<file path="config.mk">
export PLATFORM = sky130hd
export DESIGN_NAME = three_axis_velocity_ramp
export DESIGN_NICKNAME = d
export VERILOG_FILES = /design/src/rtl/tvr_pkg.sv /design/src/rtl/three_axis_velocity_ramp.sv /design/src/rtl/tvr_mul.sv /design/src/rtl/tvr_seq.sv
export SDC_FILE = /design/constraint.sdc
export NUM_CORES = 2
export LEC_CHECK = 0
export BUFFER_PORTS_ARGS = -buffer_cell sky130_fd_sc_hd__buf_2
export CAP_MARGIN = 20
export CORE_ASPECT_RATIO = 1.4
export CORE_MARGIN = 1.5
export CORE_UTILIZATION = 50
export DETAILED_ROUTE_END_ITERATION = 8
export PLACE_DENSITY = 0.73
export SLEW_MARGIN = 20
export SYNTH_ARGS = -nofsm -noshare
export SYNTH_HDL_FRONTEND = slang
export SYNTH_SLANG_ARGS = --single-unit
</file>
<file path="constraint.sdc">
create_clock -name i_clk -period 24.3 [get_ports i_clk]
set_input_delay 3.645 -clock i_clk [delete_from_list [all_inputs] [get_ports i_clk]]
set_output_delay 3.645 -clock i_clk [all_outputs]
set_load 0.05 [all_outputs]
</file>
<file path="src/rtl/tvr_pkg.sv">
package tvr_pkg;

    localparam int AXES   = 3;
    localparam int MUL_W  = 33;
    localparam int PROD_W = 2 * MUL_W;

    localparam logic [1:0] LAST_AXIS = 2'd2;

    // register indexes on the config port
    localparam logic [2:0] CFG_ACCEL_X     = 3'd0;
    localparam logic [2:0] CFG_ACCEL_Y     = 3'd1;
    localparam logic [2:0] CFG_ACCEL_Z     = 3'd2;
    localparam logic [2:0] CFG_MAX_SPEED_X = 3'd3;
    localparam logic [2:0] CFG_MAX_SPEED_Y = 3'd4;
    localparam logic [2:0] CFG_MAX_SPEED_Z = 3'd5;

    typedef struct packed {
        logic signed [15:0] dir_x;
        logic signed [15:0] dir_y;
        logic signed [15:0] dir_z;
        logic        [15:0] elapsed;
    } t_in;

    typedef struct packed {
        logic signed [31:0] disp_x;
        logic signed [31:0] disp_y;
        logic signed [31:0] disp_z;
        logic               moved;
        logic signed [31:0] speed_x;
        logic signed [31:0] speed_y;
        logic signed [31:0] speed_z;
    } t_out;

    typedef enum logic [3:0] {
        ST_IDLE,
        ST_DTSQ,
        ST_LIN,
        ST_QUAD,
        ST_ADT,
        ST_DIRDT,
        ST_RAMP,
        ST_UPD,
        ST_OUT
    } t_state;

    typedef enum logic [1:0] {
        A_DT,
        A_VEL,
        A_ACC,
        A_DIR
    } t_asel;

    typedef enum logic [1:0] {
        B_DT,
        B_DTSQ,
        B_DIRDT
    } t_bsel;

    typedef struct packed {
        t_state     step;
        logic [1:0] axis;
        t_asel      a_sel;
        t_bsel      b_sel;
        logic       in_ready;
    } t_ctl;

endpackage

</file>
<file path="src/rtl/three_axis_velocity_ramp.sv">
// Channel | Dir | Handshake                   | Word
// in      | in  | i_in_valid / o_in_ready     | i_in_data  (dirs x/y/z, elapsed)
// out     | out | o_out_valid / i_out_ready   | o_out_data (disp x/y/z, moved, speeds)
// cfg     | in  | i_cfg_we (no wait)          | i_cfg_idx, i_cfg_data
//
// One word runs from acceptance to o_out_valid as one dt*dt product, then per axis five
// products on the shared 33x33 multiplier and the velocity write, then the output load.
// The next word is taken in the idle step after that, so a new word is not taken before
// the last one is through. All products go through that one multiplier.
// Reset (i_rst_n low, synchronous) clears velocities, config registers and o_out_valid.
// A result left waiting in the output register does not stop the next word being taken;
// the sequencer only holds in its output step if a newer result would overwrite it.
module three_axis_velocity_ramp (
    input  logic          i_clk,
    input  logic          i_rst_n,
    input  logic          i_in_valid,
    output logic          o_in_ready,
    input  tvr_pkg::t_in  i_in_data,
    output logic          o_out_valid,
    input  logic          i_out_ready,
    output tvr_pkg::t_out o_out_data,
    input  logic          i_cfg_we,
    input  logic [2:0]    i_cfg_idx,
    input  logic [30:0]   i_cfg_data
);
    import tvr_pkg::*;

    t_ctl w_ctl;
    logic w_out_busy;
    logic w_in_acc;

    // latched word and per-item state
    t_in                r_in;
    logic               r_moving;
    logic signed [31:0] r_vel   [AXES];
    logic        [30:0] r_accel [AXES];
    logic        [30:0] r_max   [AXES];

    // intermediate products, shared by all axes, and the per-axis displacements
    logic        [31:0] r_dtsq;
    logic signed [47:0] r_lin;
    logic        [46:0] r_adt;
    logic signed [31:0] r_disp [AXES];

    t_out r_out;
    logic r_out_valid;

    assign w_out_busy = r_out_valid && !i_out_ready;
    assign w_in_acc   = i_in_valid && w_ctl.in_ready;

    tvr_seq u_seq (
        .i_clk      (i_clk),
        .i_rst_n    (i_rst_n),
        .i_in_valid (i_in_valid),
        .i_out_busy (w_out_busy),
        .o_ctl      (w_ctl)
    );

    // --- current axis operands ---
    logic signed [31:0] w_vel;
    logic        [30:0] w_acc;
    logic        [30:0] w_max;
    logic signed [15:0] w_dir;

    assign w_vel = r_vel[w_ctl.axis];
    assign w_acc = r_accel[w_ctl.axis];
    assign w_max = r_max[w_ctl.axis];

    always_comb begin
        case (w_ctl.axis)
            2'd0:    w_dir = r_in.dir_x;
            2'd1:    w_dir = r_in.dir_y;
            default: w_dir = r_in.dir_z;
        endcase
    end

    // --- shared multiplier operand select ---
    logic signed [MUL_W-1:0] w_mul_a, w_mul_b;
    logic signed [PROD_W-1:0] w_prod;

    always_comb begin
        case (w_ctl.a_sel)
            A_VEL:   w_mul_a = {w_vel[31], w_vel};
            A_ACC:   w_mul_a = {2'b00, w_acc};
            A_DIR:   w_mul_a = {{17{w_dir[15]}}, w_dir};
            default: w_mul_a = {17'd0, r_in.elapsed};
        endcase
        case (w_ctl.b_sel)
            B_DTSQ:  w_mul_b = {1'b0, r_dtsq};
            // dir*dt straight from the multiplier output, registered in the previous step
            B_DIRDT: w_mul_b = {w_prod[31], w_prod[31:0]};
            default: w_mul_b = {17'd0, r_in.elapsed};
        endcase
    end

    tvr_mul u_mul (
        .i_clk  (i_clk),
        .i_a    (w_mul_a),
        .i_b    (w_mul_b),
        .o_prod (w_prod)
    );

    // --- displacement: product holds a*dt*dt here ---
    // v*dt and a*dt*dt/2 both in Q.32, rounded to Q16.16, saturated.
    logic        [45:0] w_quad_sh;
    logic signed [48:0] w_sum;
    logic signed [48:0] w_sum_r;
    logic signed [32:0] w_q;
    logic signed [31:0] w_sat;
    logic signed [31:0] w_disp;

    always_comb begin
        w_quad_sh = w_prod[62:17];
        w_sum     = {r_lin[47], r_lin} + {3'b000, w_quad_sh};
        w_sum_r   = w_sum + 49'sd32768;
        w_q       = w_sum_r[48:16];
        if (w_q[32] != w_q[31]) begin
            w_sat = w_q[32] ? 32'sh8000_0000 : 32'sh7FFF_FFFF;
        end else begin
            w_sat = w_q[31:0];
        end
        // no motion: zero; idle axis with no drive: zero
        if (r_moving && !(w_dir == 16'sd0 && w_vel == 32'sd0)) begin
            w_disp = w_sat;
        end else begin
            w_disp = 32'sd0;
        end
    end

    // --- velocity update: product holds dir*dt*a (Q.46) here ---
    logic signed [63:0] w_ramp;
    logic signed [63:0] w_ramp_r;
    logic signed [33:0] w_rnd;
    logic signed [34:0] w_vsum;
    logic signed [34:0] w_lim;
    logic        [47:0] w_step_r;
    logic        [31:0] w_step;
    logic signed [32:0] w_dec;
    logic signed [31:0] w_vel_new;

    always_comb begin
        w_ramp   = w_prod[63:0];
        w_ramp_r = w_ramp + 64'sd536870912;
        w_rnd    = w_ramp_r[63:30];
        w_vsum   = {{3{w_vel[31]}}, w_vel} + {w_rnd[33], w_rnd};
        w_lim    = {4'b0000, w_max};
        w_step_r = {1'b0, r_adt} + 48'd32768;
        w_step   = w_step_r[47:16];
        w_dec    = 33'sd0;
        if (w_dir != 16'sd0) begin
            if (w_vsum > w_lim) begin
                w_vel_new = w_lim[31:0];
            end else if (w_vsum < -w_lim) begin
                w_vel_new = 32'(-w_lim);
            end else begin
                w_vel_new = w_vsum[31:0];
            end
        end else begin
            // decay toward zero, never crossing it
            if (w_vel > 32'sd0) begin
                w_dec = {w_vel[31], w_vel} - {1'b0, w_step};
                w_vel_new = (w_dec < 33'sd0) ? 32'sd0 : w_dec[31:0];
            end else begin
                w_dec = {w_vel[31], w_vel} + {1'b0, w_step};
                w_vel_new = (w_dec > 33'sd0) ? 32'sd0 : w_dec[31:0];
            end
        end
    end

    // --- control state and config ---
    always_ff @(posedge i_clk) begin
        if (!i_rst_n) begin
            r_moving    <= 1'b0;
            r_out_valid <= 1'b0;
            for (int i = 0; i < AXES; i++) begin
                r_vel[i]   <= 32'sd0;
                r_accel[i] <= 31'd0;
                r_max[i]   <= 31'd0;
            end
        end else begin
            if (i_cfg_we) begin
                case (i_cfg_idx)
                    CFG_ACCEL_X:     r_accel[0] <= i_cfg_data;
                    CFG_ACCEL_Y:     r_accel[1] <= i_cfg_data;
                    CFG_ACCEL_Z:     r_accel[2] <= i_cfg_data;
                    CFG_MAX_SPEED_X: r_max[0]   <= i_cfg_data;
                    CFG_MAX_SPEED_Y: r_max[1]   <= i_cfg_data;
                    CFG_MAX_SPEED_Z: r_max[2]   <= i_cfg_data;
                    default: ;
                endcase
            end
            if (w_in_acc) begin
                r_moving <= (r_vel[0] != 32'sd0) || (r_vel[1] != 32'sd0)
                         || (r_vel[2] != 32'sd0);
            end
            if (w_ctl.step == ST_UPD) begin
                r_vel[w_ctl.axis] <= w_vel_new;
            end
            if (w_ctl.step == ST_OUT && !w_out_busy) begin
                r_out_valid <= 1'b1;
            end else if (i_out_ready) begin
                r_out_valid <= 1'b0;
            end
        end
    end

    // --- payload registers ---
    always_ff @(posedge i_clk) begin
        if (w_in_acc) begin
            r_in <= i_in_data;
        end
        case (w_ctl.step)
            ST_LIN: begin
                if (w_ctl.axis == 2'd0) begin
                    r_dtsq <= w_prod[31:0];
                end
            end
            ST_QUAD:  r_lin   <= w_prod[47:0];
            ST_ADT:   r_disp[w_ctl.axis] <= w_disp;
            ST_DIRDT: r_adt   <= w_prod[46:0];
            ST_OUT: begin
                if (!w_out_busy) begin
                    r_out.disp_x  <= r_disp[0];
                    r_out.disp_y  <= r_disp[1];
                    r_out.disp_z  <= r_disp[2];
                    r_out.moved   <= r_moving;
                    r_out.speed_x <= r_vel[0];
                    r_out.speed_y <= r_vel[1];
                    r_out.speed_z <= r_vel[2];
                end
            end
            default: ;
        endcase
    end

    assign o_in_ready  = w_ctl.in_ready;
    assign o_out_valid = r_out_valid;
    assign o_out_data  = r_out;

endmodule

</file>
<file path="src/rtl/tvr_mul.sv">
module tvr_mul (
    input  logic                            i_clk,
    input  logic signed [tvr_pkg::MUL_W-1:0]  i_a,
    input  logic signed [tvr_pkg::MUL_W-1:0]  i_b,
    output logic signed [tvr_pkg::PROD_W-1:0] o_prod
);
    import tvr_pkg::*;

    logic signed [PROD_W-1:0] r_prod;

    always_ff @(posedge i_clk) begin
        r_prod <= i_a * i_b;
    end

    assign o_prod = r_prod;

endmodule

</file>
<file path="src/rtl/tvr_seq.sv">
module tvr_seq (
    input  logic          i_clk,
    input  logic          i_rst_n,
    input  logic          i_in_valid,
    input  logic          i_out_busy,
    output tvr_pkg::t_ctl o_ctl
);
    import tvr_pkg::*;

    t_state     r_state, n_state;
    logic [1:0] r_axis, n_axis;

    always_ff @(posedge i_clk) begin
        if (!i_rst_n) begin
            r_state <= ST_IDLE;
            r_axis  <= 2'd0;
        end else begin
            r_state <= n_state;
            r_axis  <= n_axis;
        end
    end

    always_comb begin
        n_state        = r_state;
        n_axis         = r_axis;
        o_ctl.step     = r_state;
        o_ctl.axis     = r_axis;
        o_ctl.a_sel    = A_DT;
        o_ctl.b_sel    = B_DT;
        o_ctl.in_ready = 1'b0;
        case (r_state)
            ST_IDLE: begin
                o_ctl.in_ready = 1'b1;
                if (i_in_valid) begin
                    n_state = ST_DTSQ;
                    n_axis  = 2'd0;
                end
            end
            ST_DTSQ: begin
                n_state = ST_LIN;
            end
            ST_LIN: begin
                o_ctl.a_sel = A_VEL;
                n_state     = ST_QUAD;
            end
            ST_QUAD: begin
                o_ctl.a_sel = A_ACC;
                o_ctl.b_sel = B_DTSQ;
                n_state     = ST_ADT;
            end
            ST_ADT: begin
                o_ctl.a_sel = A_ACC;
                n_state     = ST_DIRDT;
            end
            ST_DIRDT: begin
                o_ctl.a_sel = A_DIR;
                n_state     = ST_RAMP;
            end
            ST_RAMP: begin
                o_ctl.a_sel = A_ACC;
                o_ctl.b_sel = B_DIRDT;
                n_state     = ST_UPD;
            end
            ST_UPD: begin
                if (r_axis == LAST_AXIS) begin
                    n_state = ST_OUT;
                end else begin
                    n_axis  = r_axis + 2'd1;
                    n_state = ST_LIN;
                end
            end
            ST_OUT: begin
                if (!i_out_busy) begin
                    n_state = ST_IDLE;
                end
            end
            default: begin
                n_state = ST_IDLE;
            end
        endcase
    end

endmodule

</file>
**Word level (Yosys, flattened, before mapping)**

Memory sizes are Yosys's and may differ from the RTL's. A register that Yosys moved wholly into a read port is not among the register bits.
Index checks and enable logic that the tools add are counted.

- Bits in registers: 360
- Bits in latches: 0
- Bits in writable memories: 378
- ROM bits: 0
- Input port bits: 103
- Output and inout bits: 195
- Logic and storage cells: 162
- Memories kept: 4

- $add $sub $neg: 9
- $mul: 1
- Div/mod/pow operators: 0
- $lt $le $gt $ge: 5
- Equal/unequal tests: 24
- Shifts and indexed selects: 0
- Muxes and demuxes: 69
- Bitwise operators: 7
- Reduce and logical (&&, ||, !) cells: 27

Memories:

| memory | words | bits a word | rd ports | clocked after memory_dff | wr ports | line | source |
|---|---|---|---|---|---|---|---|
| r_disp | 3 | 32 | 3 | 3 | 1 | three_axis_velocity_ramp.sv:43 | `logic signed [31:0] r_disp [AXES];` |
| r_vel | 3 | 32 | 4 | 1 | 3 | three_axis_velocity_ramp.sv:35 | `logic signed [31:0] r_vel [AXES];` |
| r_accel | 3 | 31 | 1 | 1 | 3 | three_axis_velocity_ramp.sv:36 | `logic [30:0] r_accel [AXES];` |
| r_max | 3 | 31 | 1 | 1 | 3 | three_axis_velocity_ramp.sv:37 | `logic [30:0] r_max [AXES];` |

Operators by type and width:

| cell | number |
|---|---|
| $mux 32 | 10 |
| $mux 31 | 6 |
| $pmux 33 s3 | 1 |
| $reduce_bool 32->1 | 3 |
| $pmux 33 s2 | 1 |
| $add 64x31->64 const B | 1 |
| $mul 33x33->64 | 1 |
| $add 48x47->49 | 1 |
| $add 49x17->49 const B | 1 |
| $add 47x16->48 const B | 1 |
| $pmux 4 s9 | 1 |
| $add 32x34->35 | 1 |
| $gt 35x32->1 | 1 |
| $lt 35x35->1 | 1 |
| $neg 31->35 | 1 |
| $mux 1 | 34 |
| $add 33x32->33 | 1 |
| $gt 33x1->1 const B | 1 |
| $lt 33x1->1 const B | 1 |
| $sub 33x32->33 | 1 |
| $gt 32x1->1 const B | 1 |
| $logic_not 32->1 | 1 |
| $pmux 16 s2 | 1 |
| $reduce_or 32->1 | 1 |
| other kinds (30) | 69 |

**Depth between registers and ports, before layout**

- Word-level depth: 7
- Gate-level depth with buffers: 43
- Mapped depth without buffers: 36

**Cells and area by module**

A second synthesis with hierarchy kept.

- Cells, all modules: 7,857
- Area total of the unflattened synthesis: 82,895.8 µm²

By module, submodules not included:

| module | times used | cells each | area an instance (µm²) | seq. area each (µm²) |
|---|---|---|---|---|
| three_axis_velocity_ramp | 1 | 3,533 | 42,321.8 | 23,432.5 |
| tvr_mul | 1 | 4,283 | 40,198.6 | 1,321.3 |
| tvr_seq | 1 | 41 | 375.4 | 120.1 |

**Worst setup path before layout**

Ideal clock, no wire load.

- Kind: in2reg
- From: in i_out_ready
- To: reg, netlist name o_out_data[0]
- Setup time: 773 ps
- Arrival: 12,237 ps
- Required time: 23,527 ps
- Setup slack: 11,290 ps
- Stages: 2
- Buffers on the path: 0
- Cell sequence: nor2b_1 nor2b_1

- Cells in the longest elaborated chain, start to end: 4

Ends and longest elaborated chain:

| what | line | source |
|---|---|---|
| start: declaration | three_axis_velocity_ramp.sv:20 | `input logic i_out_ready,` |
| $logic_not 1->1 | three_axis_velocity_ramp.sv:48 | `assign w_out_busy = r_out_valid && !i_out_ready;` |
| $logic_and 1x1->1 | three_axis_velocity_ramp.sv:48 |  |
| $not 1->1 (no line) | -- |  |
| $reduce_and 2->1 (no line) | -- |  |

Every way passes these cells.
A chain may end at the register's enable or synchronous reset.

**Worst setup path after layout**

- From: reg u_seq.r_state[0]
- To: reg u_mul.r_prod[49] (netlist: u_mul.o_prod[49])

- Cells in the longest elaborated chain, start to end: 6
- Elaborated cells on any way between the ends: 16
- Those cells by class: 1 x mul; 10 x eq/ne; 4 x mux; 1 x reduce/logical

Ends and longest elaborated chain:

| what | line | source |
|---|---|---|
| start: declaration | tvr_seq.sv:10 | `t_state r_state, n_state;` |
| start signal: assignment | tvr_seq.sv:18 | `r_state <= n_state;` |
| $eq 4x2->1 / $eq 4x3->1 (equally long branches) | tvr_seq.sv:31 | `case (r_state)` |
| $reduce_or 3->1 (no line) | -- |  |
| $pmux 2 s3 | tvr_seq.sv:31 |  |
| $eq 2x2->1 / $eq 2x1->1 (equally long branches) | three_axis_velocity_ramp.sv:82 | `case (w_ctl.a_sel)` |
| $pmux 33 s3 | three_axis_velocity_ramp.sv:82 |  |
| $mul 33x33->64 (*) | tvr_mul.sv:12 | `r_prod <= i_a * i_b;` |
| end signal: assignment | tvr_mul.sv:12 |  |
| end: declaration | tvr_mul.sv:9 | `logic signed [PROD_W-1:0] r_prod;` |

Every way passes the cells marked *; elsewhere a longest branch is shown, timed or not.

==> reports/results.ini <==
[cells_and_area]
multi_input_area_mm2=0.0493
fin_cells=10068
seqCellArea_mm2=0.0249
nets=9582
area_growth_pct=8.68
drive_gt1_share_pct=9.19
final.fill_count=13605

[synth]
syn-num-nets=9406
synth_most_common_cell=inv_1
synth.top_cell.area_share_pct=29.3
synthFlopType=edfxtp_1
synth-xor-area-share_pct=2.63
synthSimpleGateAreaFrac_pct=12.7
avgSynthCellArea_um2=10.3
synth_area_mm2=0.0799
ys_ff_latch=853
synth_fa_ha_area_share_pct=35.2
synth_cells=7721
synth_mux_area_share_pct=2.58
ys_seq_area_share_pct=31.1
synth-compound-area-share_pct=8.36
synth_edf_count=779
ys_warn_count=0
async_reset_ff_share_pct=0
synth.area.top_cells=edfxtp_1, fa_1, ha_1
synth_common_cells=inv_1, fa_1, nor2_1
ys_types=87
synth_largest_area_cell=edfxtp_1
synth_top_family_by_area=adder cells

[clock_tree]
clk_pin_slew_ns=0.06
numCtsBuffers=82
cts-resized-gates=0
cts-root-buf=clkbuf_16
ctsHoldBuffers=0
clk-insertion-delay-late_ns=0.78
h-tree-depth=3
clk_path_buf_depth=3
cts_num_sinks=853
cts_tree=done
post_cts_buffers=0

[sta]
rsz0062_at_grt=false
clock_skew_ns=0.0762
setup_viol=0
max_slew.worst_pin.slew_ns=1.34
setup_slack_ns=12.46
slew_headroom_pct=9.87
fin_tns_setup_ns=0
hold_viol=0
slew_viol_final=0
period_needed_ns=11.84
post-route-period-util_pct=48.7
clock.fmax_mhz=84.5

[pwr]
powerDensity_mw_per_mm2=118
vdd_drop_max_mv=0.366
p_leak_nw=38.6
power.total_mw=10.3

[place]
hpwl_um=226000
place_inst=9912
portBuffers=297
globalplace.congestion=1.08
post-place-ws_ns=12.66

[min_path]
worstHoldPathType=register to register

[detailed_routing]
wl_per_cell_um=29.1
via_count=61523
dr.pass1.iters=7
maxUsedRoutingLayer=met5
wl_met3_um=28500
ant_nets=0
finalWirelength_um=293000
via_per_inst=6.11
wl_met2_um=136000
first_iter_violations=6485
drc=0
met1_length_um=97200

[critical_path]
crit_path_end_kind=register
worst_ep_required_time_ns=24.99
cpMostUsedCell=fa_1
path_class=register to register
worstPathMaxFanout=49
crit_slowest_cell=fa_1
arrival_ns=12.53
cp-start-kind=register
slowest_delay_ns=1.04
cp_num_buf_inv=4
critical-path-top-delay-family=adder cells

[grt]
grt_pass1_wl_um=420000
grt_pass1_vias=63208
grt.total_usage_pct=36.2
antenna_found_initial=17
grt_max_degree=92
gr-total-overflow=0

[die]
row_count=173
die_x_um=341
initial_core_util_pct=50.4
core-area_mm2=0.159
ioPinCount=298
die_y_um=476
die_area_mm2=0.162

[job]
cap_violations=0

[run_status]
status=completed

## through the flow
stage          instance area (um2)  util [%]  hold slack [ns]
4_1_cts                      86800      54.7            0.408
5_1_grt                      86800      54.7            0.409
2_1_floorplan                79900         -            0.400
6_report                     86800      54.7            0.414
3_3_place_gp                 84000      52.9            0.402
3_5_place_dp                 84000      52.9            0.405
## sequential cells by signal (all words and copies together) (netlist names), named ones only
| signal | count |
|---|---|
| o_out_data | 193 |
| r_vel | 128 |
| r_disp | 96 |
| r_accel | 93 |
| r_max | 93 |
| r_in | 64 |
| u_mul.o_prod | 64 |
| r_lin | 48 |
| r_adt | 32 |
| r_dtsq | 32 |
| u_seq.r_state | 4 |
| u_seq.r_axis | 2 |
| o_out_valid | 1 |
| r_moving | 1 |
## cell families (layout without fill, tap and decap cells)
logic type | after synthesis | in the layout
DFF | 853 | 853
AOI/OAI and AO/OA | 1026 | 1026
muxes | 162 | 162
other | 0 | 7
and+or+nand+nor | 2291 | 2291
xor gates and xnor gates | 240 | 240
adders and majority gates | 1582 | 1582
buffers and inverters | 1567 | 1807
## final timing paths
kind,startpoint,end,slack (ns),cells after the start
setup / recovery,u_seq.r_state[0],u_mul.o_prod[49],12.46,30
hold / removal,r_disp[0][28],o_out_data[189],0.41,0
setup reg to reg,u_seq.r_state[0],u_mul.o_prod[49],12.46,30
hold reg to reg,r_disp[0][28],o_out_data[189],0.41,0
## cells in the final DEF (no fill, tap or decap), types with 99 or more instances in the layout
cell,synthesis,final
a21oi_1,273,270
and2_1,107,106
buf_4,3,144
inv_1,1214,1213
nand2_1,787,787
buf_2,22,297
edfxtp_1,779,779
o21ai_0,226,219
ha_1,474,473
nor2_1,827,820
mux2i_1,99,99
fa_1,1108,1108
xnor2_1,169,169
nand3_1,108,107
## area by class of cell
type / instances / share of cell area (%)
inverters: 1217 / 5.26
flip-flops and latches: 853 / 28.7
diodes: 7 / 0.0202
multi-input cells: 5301 / 56.8
clock buffers: 99 / 2.52
clock inverters: 49 / 0.715
repair buffers: 442 / 2.99
well taps: 2100 / 3.03
## power breakdown
| group | internal [mW] | total, mW | leakage [nW] | switching, mW |
|---|---|---|---|---|
| clock | 0.742 | 1.35 | 1.35 | 0.607 |
| sequential | 1.84 | 2.00 | 7.96 | 0.165 |
| combinational | 2.63 | 6.93 | 29.3 | 4.30 |
## per-layer routing
| metal | up-vias | GRT usage, % |
|---|---|---|
| met5 | - | 0 |
| met4 | 14 | 31.2 |
| met3 | 1238 | 7.67 |
| met2 | 3895 | 58.9 |
| met1 | 30662 | 40.5 |
| li1 | 25714 | - |
(Power assumes the default switching activity.)
